### src/hw/rtl/bqd_pkg.sv
// ----------------------------------------------------------------------------
// bqd_pkg
// Shared codes, field widths and defaults for the bounded queue with delete.
// ----------------------------------------------------------------------------
package bqd_pkg;

   // defaults for the top-level parameters
   localparam int DEPTH_DEFAULT      = 16;
   localparam int ITEM_WIDTH_DEFAULT = 32;

   // field widths on the streams
   localparam int REQ_TYPE_W    = 3;
   localparam int ITEM_W        = 32;
   localparam int STATUS_W      = 2;
   localparam int ENTRY_TOTAL_W = 5;

   localparam int REQ_FIELDS_W  = REQ_TYPE_W + ITEM_W;
   localparam int REQ_TDATA_W   = ((REQ_FIELDS_W + 7) / 8) * 8;
   localparam int RSP_FIELDS_W  = STATUS_W + ITEM_W + ENTRY_TOTAL_W;
   localparam int RSP_TDATA_W   = ((RSP_FIELDS_W + 7) / 8) * 8;
   localparam int RSP_PAD_W     = RSP_TDATA_W - RSP_FIELDS_W;

   typedef logic [REQ_TYPE_W-1:0] req_code_type;
   typedef logic [STATUS_W-1:0]   status_type;

   // request codes
   localparam req_code_type REQ_APPEND = 3'd0;
   localparam req_code_type REQ_PUSH   = 3'd1;
   localparam req_code_type REQ_POP    = 3'd2;
   localparam req_code_type REQ_DELETE = 3'd3;
   localparam req_code_type REQ_WALK   = 3'd4;

   // status codes
   localparam status_type ST_OK        = 2'd0;
   localparam status_type ST_FULL      = 2'd1;
   localparam status_type ST_EMPTY     = 2'd2;
   localparam status_type ST_NOT_FOUND = 2'd3;

endpackage

### src/hw/rtl/bqd_ram.sv
// ----------------------------------------------------------------------------
// bqd_ram
// Generic simple dual-port RAM: one write port, one read port, registered read.
// ----------------------------------------------------------------------------
module bqd_ram #(
   parameter int WIDTH = bqd_pkg::ITEM_WIDTH_DEFAULT,
   parameter int DEPTH = bqd_pkg::DEPTH_DEFAULT,
   localparam int AW   = (DEPTH > 1) ? $clog2(DEPTH) : 1
) (
   input  logic             clock,
   input  logic             wr_en,
   input  logic [AW-1:0]    wr_addr,
   input  logic [WIDTH-1:0] wr_data,
   input  logic             rd_en,
   input  logic [AW-1:0]    rd_addr,
   output logic [WIDTH-1:0] rd_data
);

   logic [WIDTH-1:0] mem_ff [DEPTH];
   logic [WIDTH-1:0] rd_data_ff;

   always_ff @(posedge clock) begin
      if (wr_en) begin
         mem_ff[wr_addr] <= wr_data;
      end
      if (rd_en) begin
         rd_data_ff <= mem_ff[rd_addr];
      end
   end

   assign rd_data = rd_data_ff;

endmodule

### src/hw/rtl/bounded_queue_with_delete_unit.sv
// ----------------------------------------------------------------------------
// bounded_queue_with_delete_unit
// Bounded double-ended queue in a circular RAM with append, push, pop,
// delete-first-match (gap closed in order) and walk of all entries.
// ----------------------------------------------------------------------------
// Sequencing: append, push and rejected requests go from acceptance to EMIT;
//   pop first waits in POP_WAIT for the head entry. Delete runs SCAN_RD and
//   SCAN_CMP per entry scanned, then SHIFT_RD and SHIFT_WR per entry moved to
//   close the gap, then EMIT; walk runs WALK_RD, WALK_DATA and EMIT per entry.
//   The single RAM read port with registered data sets these steps.
// Throughput: one request at a time; req_tready is high only between requests.
// Reset clears head, count and the sequencer; the store is not cleared.
// ----------------------------------------------------------------------------
module bounded_queue_with_delete_unit #(
   parameter int DEPTH      = bqd_pkg::DEPTH_DEFAULT,
   parameter int ITEM_WIDTH = bqd_pkg::ITEM_WIDTH_DEFAULT
) (
   input  logic                           clock,
   input  logic                           reset,
   input  logic                           req_tvalid,
   output logic                           req_tready,
   // [2:0] req_type, [34:3] item_in, upper bits zero
   input  logic [bqd_pkg::REQ_TDATA_W-1:0] req_tdata,
   output logic                           rsp_tvalid,
   input  logic                           rsp_tready,
   // [1:0] status, [33:2] item_out, [38:34] entry_total, upper bits zero
   output logic [bqd_pkg::RSP_TDATA_W-1:0] rsp_tdata,
   output logic                           rsp_tlast
);

   localparam int AW = (DEPTH > 1) ? $clog2(DEPTH) : 1;
   localparam int CW = $clog2(DEPTH + 1);
   localparam int SW = AW + 1;

   localparam logic [3:0] S_IDLE      = 4'd0;
   localparam logic [3:0] S_POP_WAIT  = 4'd1;
   localparam logic [3:0] S_SCAN_RD   = 4'd2;
   localparam logic [3:0] S_SCAN_CMP  = 4'd3;
   localparam logic [3:0] S_SHIFT_RD  = 4'd4;
   localparam logic [3:0] S_SHIFT_WR  = 4'd5;
   localparam logic [3:0] S_WALK_RD   = 4'd6;
   localparam logic [3:0] S_WALK_DATA = 4'd7;
   localparam logic [3:0] S_EMIT      = 4'd8;

   logic [3:0]                    state_ff, state_in;
   logic [AW-1:0]                 head_ff, head_in;
   logic [CW-1:0]                 count_ff, count_in;
   logic [CW-1:0]                 idx_ff, idx_in;
   logic [ITEM_WIDTH-1:0]         key_ff, key_in;
   bqd_pkg::status_type           pend_status_ff, pend_status_in;
   logic [bqd_pkg::ITEM_W-1:0]    pend_item_ff, pend_item_in;
   logic                          pend_last_ff, pend_last_in;
   logic                          rsp_valid_ff, rsp_valid_in;
   bqd_pkg::status_type           rsp_status_ff, rsp_status_in;
   logic [bqd_pkg::ITEM_W-1:0]    rsp_item_ff, rsp_item_in;
   logic [bqd_pkg::ENTRY_TOTAL_W-1:0] rsp_total_ff, rsp_total_in;
   logic                          rsp_last_ff, rsp_last_in;

   bqd_pkg::req_code_type         req_type;
   logic [ITEM_WIDTH-1:0]         req_item;
   logic                          req_accept;
   logic                          out_free;
   logic                          count_full, count_zero;
   logic [CW-1:0]                 idx_plus1;
   logic [CW:0]                   idx_plus2;
   logic [AW-1:0]                 head_dec;

   // shared slot adder: (head + offset) mod DEPTH
   logic [CW-1:0]                 slot_off;
   logic [SW-1:0]                 slot_sum;
   logic [AW-1:0]                 slot_addr;

   logic                          ram_we, ram_re;
   logic [AW-1:0]                 ram_waddr, ram_raddr;
   logic [ITEM_WIDTH-1:0]         ram_wdata, ram_rdata;

   assign req_type   = req_tdata[bqd_pkg::REQ_TYPE_W-1:0];
   assign req_item   = ITEM_WIDTH'(req_tdata[bqd_pkg::REQ_TYPE_W +: bqd_pkg::ITEM_W]);
   assign req_tready = (state_ff == S_IDLE);
   assign req_accept = req_tvalid && req_tready;
   assign out_free   = !rsp_valid_ff || rsp_tready;

   assign count_full = (count_ff == CW'(DEPTH));
   assign count_zero = (count_ff == '0);
   assign idx_plus1  = idx_ff + CW'(1);
   assign idx_plus2  = {1'b0, idx_ff} + (CW+1)'(2);
   assign head_dec   = (head_ff == '0) ? AW'(DEPTH - 1) : head_ff - AW'(1);

   always_comb begin
      case (state_ff)
         S_IDLE:     slot_off = count_ff;
         S_POP_WAIT: slot_off = CW'(1);
         S_SHIFT_RD: slot_off = idx_plus1;
         default:    slot_off = idx_ff;
      endcase
   end

   assign slot_sum  = SW'(head_ff) + SW'(slot_off);
   assign slot_addr = (slot_sum >= SW'(DEPTH)) ? AW'(slot_sum - SW'(DEPTH)) : AW'(slot_sum);

   always_comb begin
      state_in       = state_ff;
      head_in        = head_ff;
      count_in       = count_ff;
      idx_in         = idx_ff;
      key_in         = key_ff;
      pend_status_in = pend_status_ff;
      pend_item_in   = pend_item_ff;
      pend_last_in   = pend_last_ff;
      rsp_valid_in   = rsp_valid_ff && !rsp_tready;
      rsp_status_in  = rsp_status_ff;
      rsp_item_in    = rsp_item_ff;
      rsp_total_in   = rsp_total_ff;
      rsp_last_in    = rsp_last_ff;
      ram_we         = 1'b0;
      ram_waddr      = slot_addr;
      ram_wdata      = ram_rdata;
      ram_re         = 1'b0;
      ram_raddr      = slot_addr;

      case (state_ff)
         S_IDLE: begin
            if (req_accept) begin
               pend_item_in   = '0;
               pend_last_in   = 1'b1;
               pend_status_in = bqd_pkg::ST_EMPTY;
               key_in         = req_item;
               idx_in         = '0;
               state_in       = S_EMIT;
               case (req_type)
                  bqd_pkg::REQ_APPEND: begin
                     if (count_full) begin
                        pend_status_in = bqd_pkg::ST_FULL;
                     end else begin
                        ram_we         = 1'b1;
                        ram_wdata      = req_item;
                        count_in       = count_ff + CW'(1);
                        pend_status_in = bqd_pkg::ST_OK;
                     end
                  end
                  bqd_pkg::REQ_PUSH: begin
                     if (count_full) begin
                        pend_status_in = bqd_pkg::ST_FULL;
                     end else begin
                        ram_we         = 1'b1;
                        ram_waddr      = head_dec;
                        ram_wdata      = req_item;
                        head_in        = head_dec;
                        count_in       = count_ff + CW'(1);
                        pend_status_in = bqd_pkg::ST_OK;
                     end
                  end
                  bqd_pkg::REQ_POP: begin
                     if (!count_zero) begin
                        ram_re    = 1'b1;
                        ram_raddr = head_ff;
                        state_in  = S_POP_WAIT;
                     end
                  end
                  bqd_pkg::REQ_DELETE: begin
                     if (!count_zero && (req_item != '0)) begin
                        state_in = S_SCAN_RD;
                     end
                  end
                  bqd_pkg::REQ_WALK: begin
                     if (!count_zero) begin
                        state_in = S_WALK_RD;
                     end
                  end
                  default: begin
                     pend_status_in = bqd_pkg::ST_EMPTY;
                  end
               endcase
            end
         end
         S_POP_WAIT: begin
            pend_item_in   = bqd_pkg::ITEM_W'(ram_rdata);
            pend_status_in = bqd_pkg::ST_OK;
            count_in       = count_ff - CW'(1);
            // popping the only entry parks the head at zero
            head_in        = (count_ff == CW'(1)) ? '0 : slot_addr;
            state_in       = S_EMIT;
         end
         S_SCAN_RD: begin
            ram_re   = 1'b1;
            state_in = S_SCAN_CMP;
         end
         S_SCAN_CMP: begin
            if (ram_rdata == key_ff) begin
               if (idx_plus1 == count_ff) begin
                  // match at the tail: nothing to move
                  count_in       = count_ff - CW'(1);
                  head_in        = (count_ff == CW'(1)) ? '0 : head_ff;
                  pend_status_in = bqd_pkg::ST_OK;
                  state_in       = S_EMIT;
               end else begin
                  state_in = S_SHIFT_RD;
               end
            end else if (idx_plus1 == count_ff) begin
               pend_status_in = bqd_pkg::ST_NOT_FOUND;
               state_in       = S_EMIT;
            end else begin
               idx_in   = idx_plus1;
               state_in = S_SCAN_RD;
            end
         end
         S_SHIFT_RD: begin
            ram_re   = 1'b1;
            state_in = S_SHIFT_WR;
         end
         S_SHIFT_WR: begin
            // move the next entry one place toward the head
            ram_we = 1'b1;
            idx_in = idx_plus1;
            if (idx_plus2 < {1'b0, count_ff}) begin
               state_in = S_SHIFT_RD;
            end else begin
               count_in       = count_ff - CW'(1);
               pend_status_in = bqd_pkg::ST_OK;
               state_in       = S_EMIT;
            end
         end
         S_WALK_RD: begin
            ram_re   = 1'b1;
            state_in = S_WALK_DATA;
         end
         S_WALK_DATA: begin
            pend_item_in   = bqd_pkg::ITEM_W'(ram_rdata);
            pend_status_in = bqd_pkg::ST_OK;
            pend_last_in   = (idx_plus1 == count_ff);
            state_in       = S_EMIT;
         end
         S_EMIT: begin
            if (out_free) begin
               rsp_valid_in  = 1'b1;
               rsp_status_in = pend_status_ff;
               rsp_item_in   = pend_item_ff;
               rsp_total_in  = bqd_pkg::ENTRY_TOTAL_W'(count_ff);
               rsp_last_in   = pend_last_ff;
               if (pend_last_ff) begin
                  state_in = S_IDLE;
               end else begin
                  idx_in   = idx_plus1;
                  state_in = S_WALK_RD;
               end
            end
         end
         default: begin
            state_in = S_IDLE;
         end
      endcase
   end

   always_ff @(posedge clock) begin
      if (reset) begin
         state_ff     <= S_IDLE;
         head_ff      <= '0;
         count_ff     <= '0;
         rsp_valid_ff <= 1'b0;
      end else begin
         state_ff     <= state_in;
         head_ff      <= head_in;
         count_ff     <= count_in;
         rsp_valid_ff <= rsp_valid_in;
      end
   end

   always_ff @(posedge clock) begin
      idx_ff         <= idx_in;
      key_ff         <= key_in;
      pend_status_ff <= pend_status_in;
      pend_item_ff   <= pend_item_in;
      pend_last_ff   <= pend_last_in;
      rsp_status_ff  <= rsp_status_in;
      rsp_item_ff    <= rsp_item_in;
      rsp_total_ff   <= rsp_total_in;
      rsp_last_ff    <= rsp_last_in;
   end

   bqd_ram #(
      .WIDTH (ITEM_WIDTH),
      .DEPTH (DEPTH)
   ) u_store (
      .clock   (clock),
      .wr_en   (ram_we),
      .wr_addr (ram_waddr),
      .wr_data (ram_wdata),
      .rd_en   (ram_re),
      .rd_addr (ram_raddr),
      .rd_data (ram_rdata)
   );

   assign rsp_tvalid = rsp_valid_ff;
   assign rsp_tlast  = rsp_last_ff;
   assign rsp_tdata  = {{bqd_pkg::RSP_PAD_W{1'b0}}, rsp_total_ff, rsp_item_ff, rsp_status_ff};

   // an empty queue always has its head parked at zero
   a_empty_head_zero: assert property (@(posedge clock) disable iff (reset)
      (count_ff == '0) |-> (head_ff == '0))
      else $error("empty queue with nonzero head");

   a_count_bound: assert property (@(posedge clock) disable iff (reset)
      count_ff <= CW'(DEPTH))
      else $error("entry count above depth");

   a_full_only_when_full: assert property (@(posedge clock) disable iff (reset)
      (state_ff == S_EMIT && out_free && pend_status_ff == bqd_pkg::ST_FULL)
      |-> (count_ff == CW'(DEPTH)))
      else $error("full status with room left");

   a_nonlast_is_walk: assert property (@(posedge clock) disable iff (reset)
      (state_ff == S_EMIT && !pend_last_ff) |-> (pend_status_ff == bqd_pkg::ST_OK))
      else $error("non-final word with error status");

   a_write_states: assert property (@(posedge clock) disable iff (reset)
      ram_we |-> (state_ff == S_IDLE || state_ff == S_SHIFT_WR))
      else $error("store written outside of add or shift");

endmodule
### config.mk
export PLATFORM = sky130hd
export DESIGN_NAME = bounded_queue_with_delete_unit
export DESIGN_NICKNAME = d
export VERILOG_FILES = /design/src/hw/rtl/bqd_pkg.sv /design/src/hw/rtl/bqd_ram.sv /design/src/hw/rtl/bounded_queue_with_delete_unit.sv
export SDC_FILE = /design/constraint.sdc
export NUM_CORES = 1
export LEC_CHECK = 0
export BUFFER_PORTS_ARGS = -buffer_cell sky130_fd_sc_hd__buf_4
export CAP_MARGIN = 20
export CELL_PAD_IN_SITES_DETAIL_PLACEMENT = 0
export CELL_PAD_IN_SITES_GLOBAL_PLACEMENT = 1
export CORE_MARGIN = 2
export CORE_UTILIZATION = 54
export CTS_CLUSTER_DIAMETER = 120
export DETAILED_ROUTE_END_ITERATION = 10
export GPL_TIMING_DRIVEN = 0
export PLACE_DENSITY = 0.76
export SLEW_MARGIN = 10
export SYNTH_ARGS = -nofsm -noshare
export SYNTH_HDL_FRONTEND = slang
export SYNTH_HIERARCHICAL = 1
export SYNTH_SLANG_ARGS = --single-unit
### constraint.sdc
create_clock -name clock -period 6.4 [get_ports clock]
set_clock_uncertainty 0.15 [all_clocks]
set_input_delay 0.32 -clock clock [delete_from_list [all_inputs] [get_ports clock]]
set_output_delay 0.32 -clock clock [all_outputs]
set_load 0.02 [all_outputs]
==> summary.md <==
| Metric | Value |
|---|---|
| Area growth, synth to finish | `17.8%` |
| Fin cells | `about 2,300` |
| RSZ-0062 raised after global routing | `false` |
| Worst Path Max Fanout | `34` |
| DR vias/cell | `6.08` |
| Initial antenna violation count | `0` |
| Final hold vios | `0` |
| Synth area leaders | `edfxtp_1 74%, mux4_2 11%, a22oi_1 1.9%, mux2_2 1.4%, xor2_1 1.2%` |
| Residual DRC | `0` |
| R2r setup slk | `between 0.9 and 1 ns` |
| Fin nets | `1,636` |
| Endpoints failing setup | `0` |
| Slew headroom | `a little over a quarter` |
| Setup TNS | `0 ns` |
| Result of the run | `finished clean` |
| Max Cap Violations | `0` |
| DP Wirelength | `42.0 mm` |
| Mapped Nets | `~1,400` |
| Placed insts | `2,132` |
| Largest net degree at the start of global routing | `35` |
| Port-buffer cells | `80` |
| Core Box Area | `approximately 50,000 um2` |
| Die width | `around 230 um` |
| Worst Path Required | `between 6 and 7 ns` |
| Antenna Nets Post-Route | `0` |
| Worst slack, placed | `0.973 ns` |
| Final WL | `between 60 and 70 mm` |
| Initial core utilization | `54.5%` |
| Startpoint Class | `register` |
| WHS | `0.146 ns` |
| Worst Path Class, Setup | `reg2reg` |
| Share of cells above drive strength 1 | `27.5%` |
| Post-CTS Setup Bufs | `0` |
| Clk_lat worst skew | `0.61 ns` |
| Seq/Total Area, Yosys | `about three quarters` |
| Min-delay worst type | `in2reg` |
| Final RePlAce weighted congestion | `0.881` |
| Least-Margin Pin Slew | `between 1 and 1.5 ns` |
| Fmax | `roughly 180 MHz` |
| Leakage | `10.3 nW` |
| Critical Path Sink Type | `register` |
| CTS tree | `yes` |
| Root buf cell | `clkbuf_16` |
| Clock sink total | `670` |
| Synth warn | `6` |
| Detailed Route Iter0 Violations | `around 1,400` |
| Area of the mapped netlist | `between 20,000 and 30,000 um2` |
| Core Util, Final | `approximately 64%` |
| Via count | `13,949` |
| Peak VDD IR | `0.262 mV` |
| H-tree levels | `3` |
| Post-synth EDFFs | `approximately 660` |
| CTS Buffer Depth | `3` |
| GR Util All Layers | `25.8%` |
| ANT cells | `0` |
| Distinct cells, synth | `73` |
| Per-cell routed wire length | `27.9 um` |
| Period utilization | `85.6%` |
| Final Critical Period | `5.48 ns` |
| Syn Area/Cell | `between 15 and 20 um2` |
| Synth top area share | `74.0%` |
| Remaining Overflow, GRT | `0` |
| Most used DFF post-synth | `edfxtp_1` |
| First-pass GRT wire length | `between 90 and 100 mm` |
| Syn Inst Count | `1,356` |
| I/O Pins | `87` |
| Slew Viols, Final | `0` |
| Die area | `51,100 um2` |
| Clk slew on worst S/H paths | `0.06 ns` |
| Yosys reg bits | `670` |
| Setup WS post-layout | `0.921 ns` |
| PD cells | `493 nW/um2` |
| CTS buffer count | `69` |
| Critical path arrival | `5.63 ns` |
| Cell taking the most area after synthesis | `edfxtp_1` |
| Row count | `81` |
| Die height | `~230 um` |
| TritonRoute pass-1 iters | `4` |
| Number of global-route vias before repair | `~14,000` |
| Synth async-reset ratio | `0%` |
## flip-flops by register name (all words and copies together) (netlist names)
register,count
u_store/rd_data,32
pend_item_ff,32
rsp_tlast,1
pend_status_ff,2
rsp_total_ff,5
rsp_status_ff,2
idx_ff,5
count_ff,5
state_ff,4
pend_last_ff,1
rsp_item_ff,32
head_ff,4
u_store/mem_ff,512
rsp_tvalid,1
key_ff,32
## per-stage QoR
| step | instance area [um2] | total power [mW] |
|---|---|---|
| finish | 31400 | 15.5 |
| global route | 31400 | 16.1 |
| CTS | 31400 | 15.6 |
| detailed placement | 28700 | 11.5 |
| global placement | 28100 | 11.3 |
| floorplan | 26600 | 9.67 |
## cells by family (layout without fill, tap and decap cells)
| kind of cell | count (synthesis) | after routing | share of synthesized area [%] |
|---|---|---|---|
| AOI/OAI and AO/OA | 134 | 134 | 3.64 |
| muxes | 166 | 166 | 12.4 |
| buffers and inverters | 84 | 357 | 1.44 |
| adders and majority gates | 17 | 17 | 0.827 |
| DFF | 670 | 670 | 75.0 |
| other | 1 | 1 | 0.0141 |
| xor gates and xnor gates | 47 | 47 | 1.57 |
| and+or+nand+nor | 237 | 237 | 5.08 |
## worst max-delay path, stage by stage, from the launching register on
cell and delay, ns:
dfxtp_1 0.30, buf_2 0.18, inv_1 0.18, nand3_2 0.21
inv_2 0.16, nand2_1 0.14, inv_2 0.82, nand3b_4 0.30
or2_1 0.30, buf_2 0.16, o21ai_0 0.74, nand2_1 0.45
nor2_4 0.78, buf_16 0.25
## layout by cell type (no fill, tap or decap), types with 13 or more instances in the layout
master,Yosys,layout
buf_2,15,15
edfxtp_1,656,656
a22oi_1,67,67
mux2_2,34,34
dfxtp_1,14,14
xor2_1,37,37
inv_1,16,16
nor2_4,1,13
clkbuf_1,27,40
dlygate4sd3_1,0,36
and2_1,34,34
mux4_2,128,128
buf_4,13,102
ha_1,16,16
nor2_1,42,30
clkbuf_16,0,74
a21oi_1,17,17
nand2_1,62,61
## metal layers
| metal | vias up | global-route usage [%] | share of wire, % |
|---|---|---|---|
| li1 | 5978 | - | - |
| met1 | 7271 | 34.7 | 39 |
| met2 | 611 | 43.0 | 50 |
| met3 | 89 | 4.77 | 7.8 |
| met4 | 0 | 8.72 | 2.7 |
| met5 | - | 0 | 0 |
## worst paths after layout
path | start | to | cells past startpoint
worst min-delay path | req_tdata[0] | state_ff[3] | 4
worst max-delay path | state_ff[1] | u_store/mem_ff[11][15] | 13
worst max register to register | state_ff[1] | u_store/mem_ff[11][15] | 13
worst min register to register | pend_item_ff[15] | rsp_item_ff[15] | 0
## report_power, final
part,internal [mW],leakage (nW),switching (mW),total [mW]
logic,2.23,3.10,3.25,5.48
registers,5.75,6.09,0.196,5.95
clock network,2.41,1.12,1.64,4.05
## timing repair
item	in CTS	in global routing
hold endpoints to repair	40	0
resized for setup	0	0
endpoints found under the setup margin	0	0
hold buffers	36	0
## cell usage after synthesis, drive strengths merged (5+ instances only)
master  number
nand2b      10
nor4        21
and3         5
ha          16
nor3        14
inv         18
a22oi       67
xor2        37
o21ai       12
and2        35
mux2        37
xnor2       10
a21oi       17
edfxtp     656
dfxtp       14
nor2b        5
nor2        43
mux4       128
nand4        6
nand3       12
clkbuf      27
nand2       62
a211oi       7
buf         39
## area by class of cell
| cell class | instances | area [um2] |
|---|---|---|
| Tap cell | 664 | 831 |
| Clock buffer | 88 | 1910 |
| Sequential cell | 670 | 20000 |
| Buffer | 66 | 315 |
| Clock inverter | 37 | 383 |
| Inverter | 18 | 67.6 |
| Timing Repair Buffer | 148 | 1490 |
| Fill cell | 3354 | 17500 |
| Multi-Input combinational cell | 602 | 6400 |
No activity file was read; power rests on OpenSTA's default activity.
